**config.mk**
```make
export PLATFORM = sky130hd
export DESIGN_NAME = infix_to_postfix_converter
export DESIGN_NICKNAME = d
export VERILOG_FILES = /design/src/itp_pkg.sv /design/src/infix_to_postfix_converter.sv
export SDC_FILE = /design/constraint.sdc
export NUM_CORES = 1
export LEC_CHECK = 0
export BUFFER_PORTS_ARGS = -buffer_cell sky130_fd_sc_hd__buf_2
export CORE_ASPECT_RATIO = 0.9
export CORE_UTILIZATION = 40
export CTS_CLUSTER_SIZE = 14
export DETAILED_ROUTE_END_ITERATION = 8
export GPL_ROUTABILITY_DRIVEN = 0
export HOLD_SLACK_MARGIN = 0.08
export SYNTH_ARGS = -nofsm -noshare
export SYNTH_HDL_FRONTEND = slang
export SYNTH_SLANG_ARGS = --single-unit
```
**constraint.sdc**
```tcl
create_clock -name aclk -period 5.45 [get_ports aclk]
set_clock_uncertainty 0.15 [all_clocks]
set_input_delay 0 -clock aclk [delete_from_list [all_inputs] [get_ports aclk]]
set_output_delay 0 -clock aclk [all_outputs]
set_load 0.005 [all_outputs]
```
**src/itp_pkg.sv**
```systemverilog
// shared types, character codes and decode functions for the infix to postfix converter
package itp_pkg;

    localparam int STACK_DEPTH = 32;
    localparam int ADDR_W      = (STACK_DEPTH > 1) ? $clog2(STACK_DEPTH) : 1;
    localparam int CNT_W       = $clog2(STACK_DEPTH + 1);
    localparam logic [CNT_W-1:0] DEPTH_CNT = CNT_W'(STACK_DEPTH);

    typedef logic [2:0] op_code_t;

    localparam op_code_t CODE_LPAREN = 3'd0;
    localparam op_code_t CODE_PLUS   = 3'd1;
    localparam op_code_t CODE_MINUS  = 3'd2;
    localparam op_code_t CODE_MUL    = 3'd3;
    localparam op_code_t CODE_DIV    = 3'd4;
    localparam op_code_t CODE_POW    = 3'd5;
    localparam op_code_t CODE_NONE   = 3'd7;

    localparam logic [7:0] CHAR_LPAREN = 8'h28;
    localparam logic [7:0] CHAR_RPAREN = 8'h29;
    localparam logic [7:0] CHAR_MUL    = 8'h2A;
    localparam logic [7:0] CHAR_PLUS   = 8'h2B;
    localparam logic [7:0] CHAR_MINUS  = 8'h2D;
    localparam logic [7:0] CHAR_DIV    = 8'h2F;
    localparam logic [7:0] CHAR_POW    = 8'h5E;
    localparam logic [7:0] CHAR_0      = 8'h30;
    localparam logic [7:0] CHAR_9      = 8'h39;
    localparam logic [7:0] CHAR_UA     = 8'h41;
    localparam logic [7:0] CHAR_UZ     = 8'h5A;
    localparam logic [7:0] CHAR_LA     = 8'h61;
    localparam logic [7:0] CHAR_LZ     = 8'h7A;
    localparam logic [7:0] CHAR_NUL    = 8'h00;

    function automatic op_code_t classify(input logic [7:0] ch);
        op_code_t c;
        case (ch)
            CHAR_PLUS:  c = CODE_PLUS;
            CHAR_MINUS: c = CODE_MINUS;
            CHAR_MUL:   c = CODE_MUL;
            CHAR_DIV:   c = CODE_DIV;
            CHAR_POW:   c = CODE_POW;
            default:    c = CODE_NONE;
        endcase
        return c;
    endfunction

    function automatic logic is_operand(input logic [7:0] ch);
        return (ch inside {[CHAR_UA:CHAR_UZ], [CHAR_LA:CHAR_LZ], [CHAR_0:CHAR_9]});
    endfunction

    function automatic logic [1:0] code_prec(input op_code_t c);
        logic [1:0] p;
        case (c)
            CODE_PLUS, CODE_MINUS: p = 2'd1;
            CODE_MUL, CODE_DIV:    p = 2'd2;
            CODE_POW:              p = 2'd3;
            default:               p = 2'd0;
        endcase
        return p;
    endfunction

    function automatic logic [7:0] code_char(input op_code_t c);
        logic [7:0] ch;
        case (c)
            CODE_PLUS:  ch = CHAR_PLUS;
            CODE_MINUS: ch = CHAR_MINUS;
            CODE_MUL:   ch = CHAR_MUL;
            CODE_DIV:   ch = CHAR_DIV;
            CODE_POW:   ch = CHAR_POW;
            default:    ch = CHAR_LPAREN;
        endcase
        return ch;
    endfunction

    typedef enum logic [5:0] {
        ST_IDLE     = 6'b000001,
        ST_DISPATCH = 6'b000010,
        ST_READ     = 6'b000100,
        ST_FLUSHCHK = 6'b001000,
        ST_FLUSH    = 6'b010000,
        ST_MARK     = 6'b100000
    } state_t;

endpackage

```
**src/infix_to_postfix_converter.sv**
```systemverilog
// infix to postfix converter: operator stack in a synchronous memory with a sequencer
// an operand goes from the input register through the dispatch state into the output register
// one item is taken at a time: s_ready is high only in the idle state, so a new item is
// taken only once the previous one, with any end-of-expression flush and end marker, is done
// pops stall while the output register holds an item not yet taken
// reset: synchronous active-low aresetn empties the stack; stack memory has no reset
module infix_to_postfix_converter (
    input  logic       aclk,
    input  logic       aresetn,
    input  logic       s_valid,
    output logic       s_ready,
    input  logic [7:0] s_symbol,
    input  logic       s_end_of_expression,
    output logic       m_valid,
    input  logic       m_ready,
    output logic [7:0] m_out_symbol,
    output logic       m_out_valid,
    output logic       m_out_last
);

    itp_pkg::state_t state_reg, state_next;

    logic [itp_pkg::CNT_W-1:0]  count_reg, count_next;
    logic [itp_pkg::CNT_W-1:0]  count_dec;
    logic [itp_pkg::CNT_W-1:0]  rd_cnt;
    logic [itp_pkg::ADDR_W-1:0] rd_addr;
    logic [itp_pkg::ADDR_W-1:0] wr_addr;
    itp_pkg::op_code_t          wr_data;
    logic                       mem_we;
    itp_pkg::op_code_t          rd_data_reg;
    itp_pkg::op_code_t          stack_mem [itp_pkg::STACK_DEPTH];

    logic [7:0] sym_reg;
    logic       eoe_reg;
    itp_pkg::op_code_t sym_code;
    itp_pkg::op_code_t top_code;

    logic       m_valid_reg, m_valid_next;
    logic [7:0] m_sym_reg, m_sym_next;
    logic       m_ov_reg, m_ov_next;
    logic       m_last_reg, m_last_next;
    logic       out_free;
    logic       push_ok;

    assign s_ready      = (state_reg == itp_pkg::ST_IDLE);
    assign m_valid      = m_valid_reg;
    assign m_out_symbol = m_sym_reg;
    assign m_out_valid  = m_ov_reg;
    assign m_out_last   = m_last_reg;

    assign out_free  = !m_valid_reg || m_ready;
    assign sym_code  = itp_pkg::classify(sym_reg);
    assign top_code  = rd_data_reg;
    assign count_dec = count_reg - itp_pkg::CNT_W'(1);
    assign push_ok   = (count_reg < itp_pkg::DEPTH_CNT);
    assign wr_addr   = count_reg[itp_pkg::ADDR_W-1:0];
    assign rd_cnt    = count_next - itp_pkg::CNT_W'(1);
    assign rd_addr   = (count_next == '0) ? '0 : rd_cnt[itp_pkg::ADDR_W-1:0];

    always_comb begin
        state_next   = state_reg;
        count_next   = count_reg;
        mem_we       = 1'b0;
        wr_data      = sym_code;
        m_valid_next = m_valid_reg && !m_ready;
        m_sym_next   = m_sym_reg;
        m_ov_next    = m_ov_reg;
        m_last_next  = m_last_reg;
        case (state_reg)
            itp_pkg::ST_IDLE: begin
                if (s_valid) begin
                    state_next = itp_pkg::ST_DISPATCH;
                end
            end
            itp_pkg::ST_DISPATCH: begin
                if (itp_pkg::is_operand(sym_reg)) begin
                    if (out_free) begin
                        m_valid_next = 1'b1;
                        m_sym_next   = sym_reg;
                        m_ov_next    = 1'b1;
                        m_last_next  = 1'b0;
                        state_next   = itp_pkg::ST_FLUSHCHK;
                    end
                end else if (sym_reg == itp_pkg::CHAR_LPAREN) begin
                    if (push_ok) begin
                        mem_we     = 1'b1;
                        wr_data    = itp_pkg::CODE_LPAREN;
                        count_next = count_reg + itp_pkg::CNT_W'(1);
                    end
                    state_next = itp_pkg::ST_FLUSHCHK;
                end else if (sym_reg == itp_pkg::CHAR_RPAREN ||
                             sym_code != itp_pkg::CODE_NONE) begin
                    state_next = itp_pkg::ST_READ;
                end else begin
                    state_next = itp_pkg::ST_FLUSHCHK;
                end
            end
            itp_pkg::ST_READ: begin
                if (count_reg == '0) begin
                    if (sym_reg != itp_pkg::CHAR_RPAREN) begin
                        mem_we     = 1'b1;
                        count_next = count_reg + itp_pkg::CNT_W'(1);
                    end
                    state_next = itp_pkg::ST_FLUSHCHK;
                end else if (sym_reg == itp_pkg::CHAR_RPAREN &&
                             top_code == itp_pkg::CODE_LPAREN) begin
                    count_next = count_dec;
                    state_next = itp_pkg::ST_FLUSHCHK;
                end else if (sym_reg != itp_pkg::CHAR_RPAREN &&
                             itp_pkg::code_prec(top_code) < itp_pkg::code_prec(sym_code)) begin
                    if (push_ok) begin
                        mem_we     = 1'b1;
                        count_next = count_reg + itp_pkg::CNT_W'(1);
                    end
                    state_next = itp_pkg::ST_FLUSHCHK;
                end else if (out_free) begin
                    m_valid_next = 1'b1;
                    m_sym_next   = itp_pkg::code_char(top_code);
                    m_ov_next    = 1'b1;
                    m_last_next  = 1'b0;
                    count_next   = count_dec;
                end
            end
            itp_pkg::ST_FLUSHCHK: begin
                if (!eoe_reg) begin
                    state_next = itp_pkg::ST_IDLE;
                end else if (count_reg == '0) begin
                    state_next = itp_pkg::ST_MARK;
                end else begin
                    state_next = itp_pkg::ST_FLUSH;
                end
            end
            itp_pkg::ST_FLUSH: begin
                if (count_reg == '0) begin
                    state_next = itp_pkg::ST_MARK;
                end else if (out_free) begin
                    m_valid_next = 1'b1;
                    m_sym_next   = itp_pkg::code_char(top_code);
                    m_ov_next    = 1'b1;
                    m_last_next  = 1'b0;
                    count_next   = count_dec;
                end
            end
            itp_pkg::ST_MARK: begin
                if (out_free) begin
                    m_valid_next = 1'b1;
                    m_sym_next   = itp_pkg::CHAR_NUL;
                    m_ov_next    = 1'b0;
                    m_last_next  = 1'b1;
                    state_next   = itp_pkg::ST_IDLE;
                end
            end
            default: begin
                state_next = itp_pkg::ST_IDLE;
            end
        endcase
    end

    always_ff @(posedge aclk) begin
        if (!aresetn) begin
            state_reg   <= itp_pkg::ST_IDLE;
            count_reg   <= '0;
            m_valid_reg <= 1'b0;
        end else begin
            state_reg   <= state_next;
            count_reg   <= count_next;
            m_valid_reg <= m_valid_next;
        end
    end

    always_ff @(posedge aclk) begin
        m_sym_reg  <= m_sym_next;
        m_ov_reg   <= m_ov_next;
        m_last_reg <= m_last_next;
        if (s_valid && s_ready) begin
            sym_reg <= s_symbol;
            eoe_reg <= s_end_of_expression;
        end
    end

    // operator stack, one write and one registered read per cycle
    always_ff @(posedge aclk) begin
        if (mem_we) begin
            stack_mem[wr_addr] <= wr_data;
        end
        rd_data_reg <= stack_mem[rd_addr];
    end

    a_count_bound: assert property (@(posedge aclk) disable iff (!aresetn)
        count_reg <= itp_pkg::DEPTH_CNT)
        else $error("stack count beyond depth");

    a_push_room: assert property (@(posedge aclk) disable iff (!aresetn)
        mem_we |-> (count_reg < itp_pkg::DEPTH_CNT) && (count_next == count_reg + 1'b1))
        else $error("push without room or count not advanced");

    a_marker_empty: assert property (@(posedge aclk) disable iff (!aresetn)
        (state_reg == itp_pkg::ST_MARK) |-> (count_reg == '0))
        else $error("end marker with stack not empty");

    a_marker_form: assert property (@(posedge aclk) disable iff (!aresetn)
        (m_valid && m_out_last) |-> (!m_out_valid && m_out_symbol == itp_pkg::CHAR_NUL))
        else $error("malformed end marker");

endmodule

```
* Yosys cells after proc, flatten, opt, wreduce, memory -nomap -nowiden *
Memory sizes are Yosys's and may differ from the RTL's. A register that Yosys moved wholly into a read port is not among the register bits.
Index checks and enable logic that the tools add are counted.
Widths: inputs -> output; s select.

word-level totals
  memories = 1
  input bits = 13
  output and inout bits = 12
  bits in writable memories = 96
  register bits after elaboration = 32

memory list
  name       words  bits a word  read ports  clocked after Yosys merged registers in  wr ports  line                              source
  stack_mem  32     3            1           1                                        1         infix_to_postfix_converter.sv:31  itp_pkg::op_code_t stack_mem [itp_pkg::STACK_DEPTH];

operators by class
  add/sub/neg operators = 3
  $lt $le $gt $ge = 8
  reduce and logical (&&, ||, !) cells = 23
  eq/ne operators = 36
  muxes and demuxes = 80

operator list
  operator            number
  $mux 6              19
  $mux 8              8
  $eq 8x6->1 const B  6
  $pmux 6 s6          1
  $pmux 7 s5          1
  $pmux 8 s4          1
  $mux 1              29
  $ne 2x2->1 const B  9
  $pmux 6 s3          1
  $ge 8x7->1 const B  2
  $le 8x7->1 const B  2
  $pmux 3 s5          1
  $eq 3x2->1 const B  4
  $eq 3x3->1 const B  4
  $logic_not 6->1     2
  $mux 2              6
  $mux 3              4
  $pmux 1 s4          3
  $pmux 2 s3          2
  $eq 8x7->1 const B  1
  $ge 8x6->1 const B  1
  $le 8x6->1 const B  1
  $mux 4              2
  $ne 8x6->1 const B  1
  other kinds (26)    39

* Longest topological paths before layout *
Gate-level depths: netlist of the first run.

  word-level depth = 16
  mapped depth = 25
  depth with buffers taken out = 20

* Worst setup path before layout of the first run *
Ideal clock, no wire load.

  kind = register -> register
  from = register count_reg[0] in the netlist's numbering
  to = register rd_data_reg[1] (read register of stack_mem)
  required time = 5.166 ns
  cell stages (with the launch flop) = 23
  library setup time = 0.134 ns
  buffers on the path = 5
  slack = -0.190 ns
  arrival = 5.356 ns
  cells stage by stage = dfxtp_1 > clkbuf_1 > inv_1 > ha_1 > or4b_1 > buf_2 > o21ai_0 > o22ai_1 > or3_1 > nor3_1 > nor3_2 > inv_2 > clkbuf_1 > buf_1 > ha_1 > o311ai_0 > or3_1 > buf_4 > o311ai_4 > nand2_4 > a2111oi_4 > nor3b_1 > or4_1

on the way
  word-level cells in the longest chain between the ends = 8
  elaborated cells between the ends (all ways) = 17
  those cells by class = add/sub: 3; order compare: 1; mux: 11; reduce/logical: 2

RTL lines
  element                                                line                                                                source
  start, declared                                        infix_to_postfix_converter.sv:23                                    logic [itp_pkg::CNT_W-1:0] count_reg, count_next;
  start signal, assigned                                 infix_to_postfix_converter.sv:166                                   count_reg <= count_next;
  $sub 6x1->6 (tied with other cells)                    infix_to_postfix_converter.sv:54                                    assign count_dec = count_reg - itp_pkg::CNT_W'(1);
  $mux 6 (on tied branches)                              --
  $mux 6                                                 infix_to_postfix_converter.sv:109                                   end else if (sym_reg != itp_pkg::CHAR_RPAREN &&
  $mux 6                                                 infix_to_postfix_converter.sv:105                                   end else if (sym_reg == itp_pkg::CHAR_RPAREN &&
  $mux 6                                                 infix_to_postfix_converter.sv:99                                    if (count_reg == '0) begin
  $pmux 6 s3 (*)                                         infix_to_postfix_converter.sv:69                                    case (state_reg)
  $sub 5x1->5 / $logic_not 6->1 (equally long branches)  infix_to_postfix_converter.sv:57, infix_to_postfix_converter.sv:58
  $mux 5 (*)                                             infix_to_postfix_converter.sv:58                                    assign rd_addr = (count_next == '0) ? '0 : rd_cnt[itp_pkg::ADDR_W-1:0];
  end, declared                                          infix_to_postfix_converter.sv:30                                    itp_pkg::op_code_t rd_data_reg;

Every way passes the cells marked *; elsewhere a longest branch is shown, timed or not.
A chain may end at the register's enable or synchronous reset.

* Worst setup path in the final report of the first run *
  from = register sym_reg[6]
  to = register rd_data_reg[1] (read register of stack_mem)

on the way
  word-level cells in the longest chain between the ends = 16
  elaborated cells between the ends (all ways) = 43
  those cells by class = add/sub: 1; order compare: 7; eq/ne: 13; mux: 13; reduce/logical: 9

RTL lines
  element                                                line                                                                source
  start, declared                                        infix_to_postfix_converter.sv:33                                    logic [7:0] sym_reg;
  start signal, assigned                                 infix_to_postfix_converter.sv:176                                   sym_reg <= s_symbol;
  $eq 8x7->1 / $eq 8x6->1 (equally long branches)        itp_pkg.sv:36                                                       case (ch)
  $pmux 3 s5                                             itp_pkg.sv:36
  $eq 3x2->1 (tied with other cells)                     itp_pkg.sv:53                                                       case (c)
  $reduce_or 2->1                                        itp_pkg.sv:53
  $pmux 2 s3                                             itp_pkg.sv:53
  $mux 2                                                 infix_to_postfix_converter.sv:105
  $mux 2                                                 infix_to_postfix_converter.sv:99
  $mux 2                                                 infix_to_postfix_converter.sv:69
  $lt 2x2->1                                             infix_to_postfix_converter.sv:110                                   itp_pkg::code_prec(top_code) < itp_pkg::code_prec(sym_code)) begin
  $logic_and 1x1->1                                      infix_to_postfix_converter.sv:109
  $mux 6                                                 infix_to_postfix_converter.sv:109
  $mux 6                                                 infix_to_postfix_converter.sv:105
  $mux 6                                                 infix_to_postfix_converter.sv:99
  $pmux 6 s3 (*)                                         infix_to_postfix_converter.sv:69
  $sub 5x1->5 / $logic_not 6->1 (equally long branches)  infix_to_postfix_converter.sv:57, infix_to_postfix_converter.sv:58
  $mux 5 (*)                                             infix_to_postfix_converter.sv:58

Every way passes the cells marked *; elsewhere a longest branch is shown, timed or not. The select of a mux whose other input is x is not followed.

==> results of run 1 <==
==> area by class of cell <==
class                           instances  share of cell area
Multi-Input combinational cell        486              0.3746
Clock buffer                           19             0.05154
Tap cell                              235             0.03501
Timing Repair Buffer                   80             0.06823
Clock inverter                         13             0.01594
Sequential cell                       131              0.4493
Inverter                               12            0.005363
==> through the flow <==
step / util / instance area (sq um) / instances
2_1_floorplan: - / 7096 / 668
3_3_place_gp: 0.4466 / 7644 / 925
3_5_place_dp: 0.4466 / 7644 / 925
4_1_cts: 0.4873 / 8341 / 970
5_1_grt: 0.4907 / 8399 / 976
6_report: 0.4907 / 8399 / 976
==> critical path, delay by kind of cell, from the launching register on <==
kind	cells	cell delay, ns
fa+ha+maj	2	0.34
simple gates	11	2.52
flops	1	0.49
buf+inv	3	0.46
compound gates	5	1.04
==> metal layers <==
| layer | up-vias | routed length [um] | track usage |
|---|---|---|---|
| li1 | 2711 | - | - |
| met2 | 314 | 9023 | 0.3478 |
| met1 | 2914 | 9088 | 0.3239 |
| met5 | - | 0 | 0 |
| met3 | 45 | 1845 | 0.06649 |
| met4 | 0 | 453 | 0.09741 |
==> repair_timing <==
action | 4_1_cts | 5_1_grt
endpoints found under the hold margin | 32 | 0
buffers inserted | 0 | 6
setup endpoints to repair | 0 | 3
resized for setup | 0 | 4
hold buffers | 13 | 0
==> worst min-delay path by stage <==
stage	start	slack (ns)	cells past startpoint	end
after global placement	s_symbol[7]	0.03	1	sym_reg[7]
after floorplan	s_end_of_expression	-0.05	0	eoe_reg
after CTS	s_symbol[5]	0.11	2	sym_reg[5]
after global routing	s_end_of_expression	0.13	2	eoe_reg
after detailed placement	s_symbol[6]	0.03	1	sym_reg[6]
final	s_end_of_expression	0.13	2	eoe_reg
==> power breakdown <==
| group | total (W) | switching, W | leakage, nW | internal, W |
|---|---|---|---|---|
| sequential | 0.00114 | 0.0000287 | 1.34 | 0.00111 |
| combinational | 0.000431 | 0.000259 | 1.41 | 0.000172 |
| clock | 0.00110 | 0.000430 | 0.265 | 0.000670 |
==> cell usage in the layout (no fill, tap or decap), drive strengths merged, types with 12 or more instances in the layout <==
cell type,n
edfxtp,115
nor2,71
buf,67
nand2,66
o21ai,38
nand3,28
a21oi,27
nor3,22
clkbuf,19
a211oi,17
and2,16
dfxtp,16
mux2i,14
dlygate4sd3,13
inv,13
nand4,12
==> logic make-up (layout without fill, tap and decap cells) <==
logic type	after synthesis	in the layout	share of synthesized area
xor+xnor	9	9	0.01112
buf+inv	51	124	0.03089
fa+ha+maj	8	8	0.01412
compound gates	187	187	0.1963
simple gates	266	266	0.1922
mux	16	16	0.02295
flops	131	131	0.5324
==> impl_metrics.toml, run 1 <==
[sta]
slew_headroom = 0.3695
rsz0062_at_grt = "false"
setup_viol = 0
fmax_mhz = 194.6
layout_min_cycle_time_ns = 5.139
hold_ws_ns = 0.1259
fin_crit_sh = 0.9430
finalHoldViolCount = 0
tightest_slew_ns = 0.9219
tns_ns = 0
timing.final.ws_setup_ns = 0.3108
slew_viol_final = 0

[synthesis]
synthArstFlopShare = 0
synth_top_cells_by_area = "edfxtp_1 49%, dfxtp_1 4.5%, nor2_1 3.7%"
synth_top_area_frac = 0.4872
synth_top_area_cell = "edfxtp_1"
synth-seq-area-share = 0.5324
synth_cell_types = 83
synthCells = 668
synthFlopType = "edfxtp_1"
yosysMostFrequentCell = "edfxtp_1"
synth_nets = 689
ys_ff_latch = 131
synthTopCellsByCount = "115 x edfxtp_1, 70 x nor2_1, 64 x nand2_1"
yosysWarningCount = 0
synth_edf_count = 115
syn_avg_cell_area_sq_um = 10.61
syn_area_sq_um = 7088

[cts]
tritoncts = "yes"
cts_sinks = 131
insertion_delay_ns = 0.43
cts-root-buf = "clkbuf_16"
cts_max_level = 4
cts_buffers = 17
clk_path_buf_depth = 2
cts.clk_slew.worst_paths_ns = 0.06

[die]
fp-row-count = 45
die_w_um = 142.3
initial_core_util = 0.4141
core_area_sq_um = 17120
ios = 25
fp.dieArea_sq_um = 18260
die_height_um = 128.3

[pwr]
finalPower_w = 0.002672
p_leak_nw = 3.011
ir_drop_mv = 0.2288
power_density_nw_per_um2 = 318.1

[drt]
detail_route.wl_per_cell_um = 20.91
drtIter0Drc = 614
first_pass_iters = 5
drc_errors = 0
viasPerCell = 6.131
wl_um = 20410
drtAntennaViolNets = 0
num_vias = 5984

[status]
outcome = "completed"

[grt]
grt_pass1_vias = 5693
grt_pass1_wl_um = 31910
overflow = 0
grt_max_degree = 33
antenna_found_initial = 0
track_usage = 0.2356

[placed_design]
port_buffers = 24
preCtsSetupSlack_ns = 0.2097
place_hpwl_um = 13750

[critical_path]
endpoint = "rd_data_reg[1]"
crit_fanout = 10
crit_path_end_kind = "flop"
r2r-start = "sym_reg[6]"
cpPeakStageDelay_ns = 0.51
worstPathCellList = "nand2b_1, nor3_1, nand3b_1, nand2_1, nand2_1, ha_1, nor2_1, o22ai_2, nor3_1, nor3_4, inv_2, ha_1, o311ai_0, or3_1, o41ai_4, buf_4, buf_4, o32ai_1, a211oi_1, nor3b_1, or4_1"
crit_path_start = "sym_reg[6]"
cp_data_required_time_ns = 5.60
startpoint_type = "flop"
crit_arrival_ns = 5.29
worstRegToRegCells = 21
reg2reg_to = "rd_data_reg[1]"
path_class = "reg -> reg"
critPathSlowestCell = "or3_1"
r2r_slack_ns = 0.31

[run]
maxCapViolCount = 0

[final_layout]
area_growth_pct = 18.50
num-fill-cells = 1578
register_area_sq_um = 3774
num-nets-final = 749
num_antenna_cells = 0
drive_gt1_frac = 0.1646
multiInputGateArea_sq_um = 3147
largest_reg_flops = 96

[min_path]
min_path_type = "in -> reg"
Power figures use the tool's default switching activity.
==> run 2: changes to the inputs <==
Settings changed: BUFFER_PORTS_ARGS -buffer_cell sky130_fd_sc_hd__buf_2 to -buffer_cell sky130_fd_sc_hd__buf_4.
==> run 2 against run 1 <==
Compared with the run above: maximum frequency grew 0.82%; first-iteration DRC count increased by 24%; wire length decreased by 0.39%; register-to-register slack improved by 0.04 ns; highest routed layer unchanged; largest cell class unchanged; cell area up 1.4%.
==> impl_metrics.toml, run 2 (synthesis results as in run 1) <==
[grt]
grt_max_degree = 33
antenna_found_initial = 1
grtUsageMet2 = 0.3434
use_met1 = 0.3322
track_usage = 0.2358
grt_pass1_wl_um = 32020
overflow = 0
met3_usage = 0.06575
grt_pass1_vias = 5731
top_usage_layer = "met2"

[die]
ios = 25
fp-row-count = 45
die_w_um = 142.3
core_area_sq_um = 17120
fp.dieArea_sq_um = 18260
initial_core_util = 0.4141
die_height_um = 128.3

[cts]
cts_buffers = 17
cts.clk_slew.worst_paths_ns = 0.06
cts_max_level = 4
cts_sinks = 131
cts-root-buf = "clkbuf_16"
tritoncts = "yes"
insertion_delay_ns = 0.43
clk_path_buf_depth = 2

[critical_path]
crit_fanout = 11
cp_data_required_time_ns = 5.60
path_class = "reg -> reg"
startpoint_type = "flop"
crit_arrival_ns = 5.25
crit_path_end_kind = "flop"

[drt]
num_vias = 5992
detail_route.wl_per_cell_um = 20.85
first_pass_iters = 5
wl_um = 20330
drtAntennaViolNets = 0
drtIter0Drc = 760
viasPerCell = 6.146
drc_errors = 0

[pwr]
power_density_nw_per_um2 = 328.2
ir_drop_mv = 0.1942
p_leak_nw = 3.053

[sta]
hold_ws_ns = 0.1397
fmax_mhz = 196.2
setup_viol = 0
tightest_slew_ns = 0.9587
fin_crit_sh = 0.9354
layout_min_cycle_time_ns = 5.098
finalHoldViolCount = 0
slew_headroom = 0.3609
slew_viol_final = 0

[final_layout]
register_area_sq_um = 3774
num_antenna_cells = 0
drive_gt1_frac = 0.1662
num-nets-final = 748
instances_no_fill = 975
multiInputGateArea_sq_um = 3148
mostFrequentLayoutCell = "edfxtp_1"
layout_common_cells = "115 x edfxtp_1, 68 x nor2_1, 66 x buf_4, 64 x nand2_1, 36 x o21ai_0"
area_growth_pct = 20.12
largest_reg_flops = 96
num-fill-cells = 1558

[status]
outcome = "completed"

[placed_design]
dp_cells = 924
port_buffers = 24
place_hpwl_um = 13770

[run]
maxCapViolCount = 0

[min_path]
min_path_type = "in -> reg"
## run 2: changes by cell type in the layout (fill, tap and decap cells not counted), moves of 2 or more
cell and delta:
buf_2 -24, buf_4 +23, bufinv_16 +2, clkbuf_1 -2, clkinv_2 -2, inv_6 +2
## run 2: final timing paths
| path | to | from | slack, ns | cells past startpoint |
|---|---|---|---|---|
| max | rd_data_reg[2] | sym_reg[6] | 0.35 | 20 |
| max reg2reg | rd_data_reg[2] | sym_reg[6] | 0.35 | 20 |
| min | eoe_reg | s_end_of_expression | 0.14 | 2 |
| min reg2reg | m_out_last | m_out_last | 0.40 | 2 |
## run 2: per-layer routing
metal / routed length (um) / vias up
li1: - / 2712
met1: 9063 / 2947
met2: 8908 / 288
met3: 1872 / 45
met4: 486 / 0
met5: 0 / -
## run 2: what timing repair did
action,in CTS,in global routing
buffers inserted,0,6
gates resized for setup,0,3
endpoints found under the hold margin,33,0
endpoints found under the setup margin,0,3
hold buffers,13,0
## run 2: worst max-delay path: stages (launching register included)
cell and delay [ns]:
edfxtp_1 0.48, nand2b_1 0.14, nor3_1 0.24, nand3b_1 0.16
nand2_1 0.10, nand2_1 0.06, ha_1 0.29, inv_1 0.06
a41o_1 0.24, o22ai_2 0.27, o2111a_1 0.29, nor3_4 0.05
inv_2 0.07, ha_1 0.13, o311ai_0 0.18, nor3_1 0.41
nand4_1 0.43, nand2_1 0.53, a221oi_1 0.17, a211o_1 0.34
o211ai_1 0.17
## run 2: layout make-up
cell class                      instances  area share
Clock inverter                         15     0.02381
Timing Repair Buffer                   79     0.07348
Tap cell                              235     0.03453
Clock buffer                           17     0.04996
Inverter                               12    0.005290
Multi-Input combinational cell        486      0.3697
Sequential cell                       131      0.4432
## run 2: stage by stage
stage          worst slack [ns]   TNS [ns]  instance area [sq um]  utilization  total power (W)
2_1_floorplan           0.02994          0                   7096            -         0.001424
3_3_place_gp             0.3857          0                   7696       0.4496         0.001553
3_5_place_dp             0.1538          0                   7696       0.4496         0.001560
4_1_cts                  0.1418          0                   8454       0.4939         0.002787
5_1_grt               -0.009358  -0.009358                   8514       0.4974         0.002888
6_report                 0.3523          0                   8514       0.4974         0.002794
## run 2: power breakdown
| group | leakage, nW | internal [W] | switching (W) |
|---|---|---|---|
| clock network | 0.296 | 0.000768 | 0.000452 |
| logic | 1.42 | 0.000177 | 0.000255 |
| registers | 1.34 | 0.00111 | 0.0000308 |
==> run 3: changes to the inputs <==
Clock period 5.45 ns to 4.7 ns, I/O delays scaled along.
==> run 3 against run 2 <==
Compared with the run above: the flow now finishes with violations (negative setup slack); combinational power up 45%; maximum frequency up 8.1%; critical path depth down 3; critical path type unchanged.
==> impl_metrics.toml, run 3 (synthesis results as in run 1) <==
[final_layout]
num-fill-cells = 1518
mostFrequentLayoutCell = "buf_4"
num-nets-final = 809
area_growth_pct = 28.26
drive_gt1_frac = 0.2609
largest_reg_flops = 96
layout_common_cells = "122 x buf_4, 115 x edfxtp_1, 69 x nor2_1, 62 x nand2_1, 36 x o21ai_0"
num_antenna_cells = 0

[run]
maxCapViolCount = 0

[critical_path]
cp_data_required_time_ns = 4.84
cpPeakStageDelay_ns = 0.52
crit_arrival_ns = 4.86
crit_top_cell = "buf_6"
startpoint_type = "flop"
cp_top_family = "compound AO/OA/AOI/OAI gates"
worstPathCellList = "buf_4, or4bb_1, o31ai_1, a41o_4, buf_6, o211a_1, o211ai_1, a21oi_2, ha_4, o311ai_4, or3_4, o41ai_4, buf_6, a21oi_4, o32ai_2, a2111oi_2, or4_1"
reg2reg_to = "rd_data_reg[1]"
r2r-start = "sym_reg[6]"
crit_fanout = 7
crit_path_end_kind = "flop"
critPathSlowestCell = "or4_1"
worstRegToRegCells = 17
r2r_slack_ns = -0.02
path_class = "reg -> reg"
critPathBufInv = 3

[pwr]
power_density_nw_per_um2 = 353.2
p_seq_frac = 0.413
p_sw_w = 0.0008935
switching_share = 0.2783
p_leak_nw = 3.353
intPower_w = 0.002318
power_frac_clock = 0.391
comb_power_share = 0.195
finalPower_w = 0.003211
ir_drop_mv = 0.2492

[drt]
num_vias = 6213
drc_errors = 0
first_pass_iters = 5
drtAntennaViolNets = 0
viasPerCell = 5.997
drtIter0Drc = 691
wl_um = 21320
detail_route.wl_per_cell_um = 20.58

[die]
initial_core_util = 0.4141
die_w_um = 142.3
die_height_um = 128.3
fp.dieArea_sq_um = 18260
core_area_sq_um = 17120
ios = 25
fp-row-count = 45

[grt]
overflow = 0
grt_pass1_wl_um = 33000
grt_max_degree = 33
track_usage = 0.2441
met3_usage = 0.06201
use_met1 = 0.3344
grt_pass1_vias = 6000
antenna_found_initial = 0
top_usage_layer = "met2"
grtUsageMet2 = 0.3697

[min_path]
worstHoldStart = "s_symbol[4]"
min_to = "sym_reg[4]"
holdPathStages = 2
min_path_type = "in -> reg"

[sta]
slew_headroom = 0.3269
rsz0062_at_grt = "true"
tns_ns = -0.01750
fmax_mhz = 212.0
fin_crit_sh = 1.004
setup_viol = 1
layout_min_cycle_time_ns = 4.717
timing.final.ws_setup_ns = -0.01750
tightest_slew_ns = 1.010
slew_viol_final = 0
finalHoldViolCount = 0

[cts]
cts_max_level = 4
clk_path_buf_depth = 2
cts_sinks = 131
cts.clk_slew.worst_paths_ns = 0.06
cts-root-buf = "clkbuf_16"
cts_buffers = 17
tritoncts = "yes"
insertion_delay_ns = 0.42

[placed_design]
preCtsSetupSlack_ns = -0.1192
place_hpwl_um = 14570
port_buffers = 24

[status]
violations = "negative setup slack"
outcome = "finished, violations left"
-- run 3: layer usage --
metal	vias up	wire (um)
met5	-	0
met4	0	509
li1	2827	-
met3	51	1903
met1	3017	9319
met2	318	9586
-- run 3: layout make-up --
type                       instances  area (sq um)  share of cell area
clock inverter                    14         131.4             0.01445
inverter                          12         45.04            0.004955
clock buffer                      18         429.2             0.04721
multi-input combinational        486          3312              0.3643
sequential                       131          3774              0.4151
tap                              235         294.0             0.03234
timing repair buffer             140          1106              0.1217
-- run 3: through the flow --
| stage | hold WS, ns | util | instances | cell area (sq um) |
|---|---|---|---|---|
| after floorplan | -0.05113 | - | 668 | 7126 |
| after global placement | 0.02834 | 0.4746 | 981 | 8124 |
| after detailed placement | 0.02925 | 0.4746 | 981 | 8124 |
| after CTS | 0.1235 | 0.5165 | 1026 | 8841 |
| after global routing | 0.1472 | 0.5311 | 1036 | 9091 |
| final | 0.1473 | 0.5311 | 1036 | 9091 |
-- run 3: worst max-delay path by stage --
stage               start             end  slack [ns]  cells past startpoint
5_1_grt        sym_reg[6]  rd_data_reg[1]       -0.12                     17
6_report       sym_reg[6]  rd_data_reg[1]       -0.02                     17
4_1_cts        sym_reg[0]  rd_data_reg[1]        0.01                     21
3_5_place_dp   sym_reg[0]  rd_data_reg[1]       -0.12                     21
3_3_place_gp   sym_reg[4]  rd_data_reg[1]        0.02                     21
2_1_floorplan  sym_reg[6]  rd_data_reg[1]       -0.32                     23
-- run 3: power by group through the flow --
stage | clock [W] | combinational [W] | sequential [W]
finish | 0.00126 | 0.000627 | 0.00133
CTS | 0.00128 | 0.000562 | 0.00133
global placement | 0 | 0.000534 | 0.00135
detailed placement | 0 | 0.000548 | 0.00135
global route | 0.00132 | 0.000671 | 0.00133
floorplan | 0 | 0.000317 | 0.00133
-- run 3: repair_timing --
action | CTS | global route
endpoints found under the hold margin | 33 | 0
pin swaps | 1 | 17
hold buffers | 13 | 0
buffers inserted | 0 | 10
resized for setup | 5 | 33
setup endpoints to repair | 2 | 3
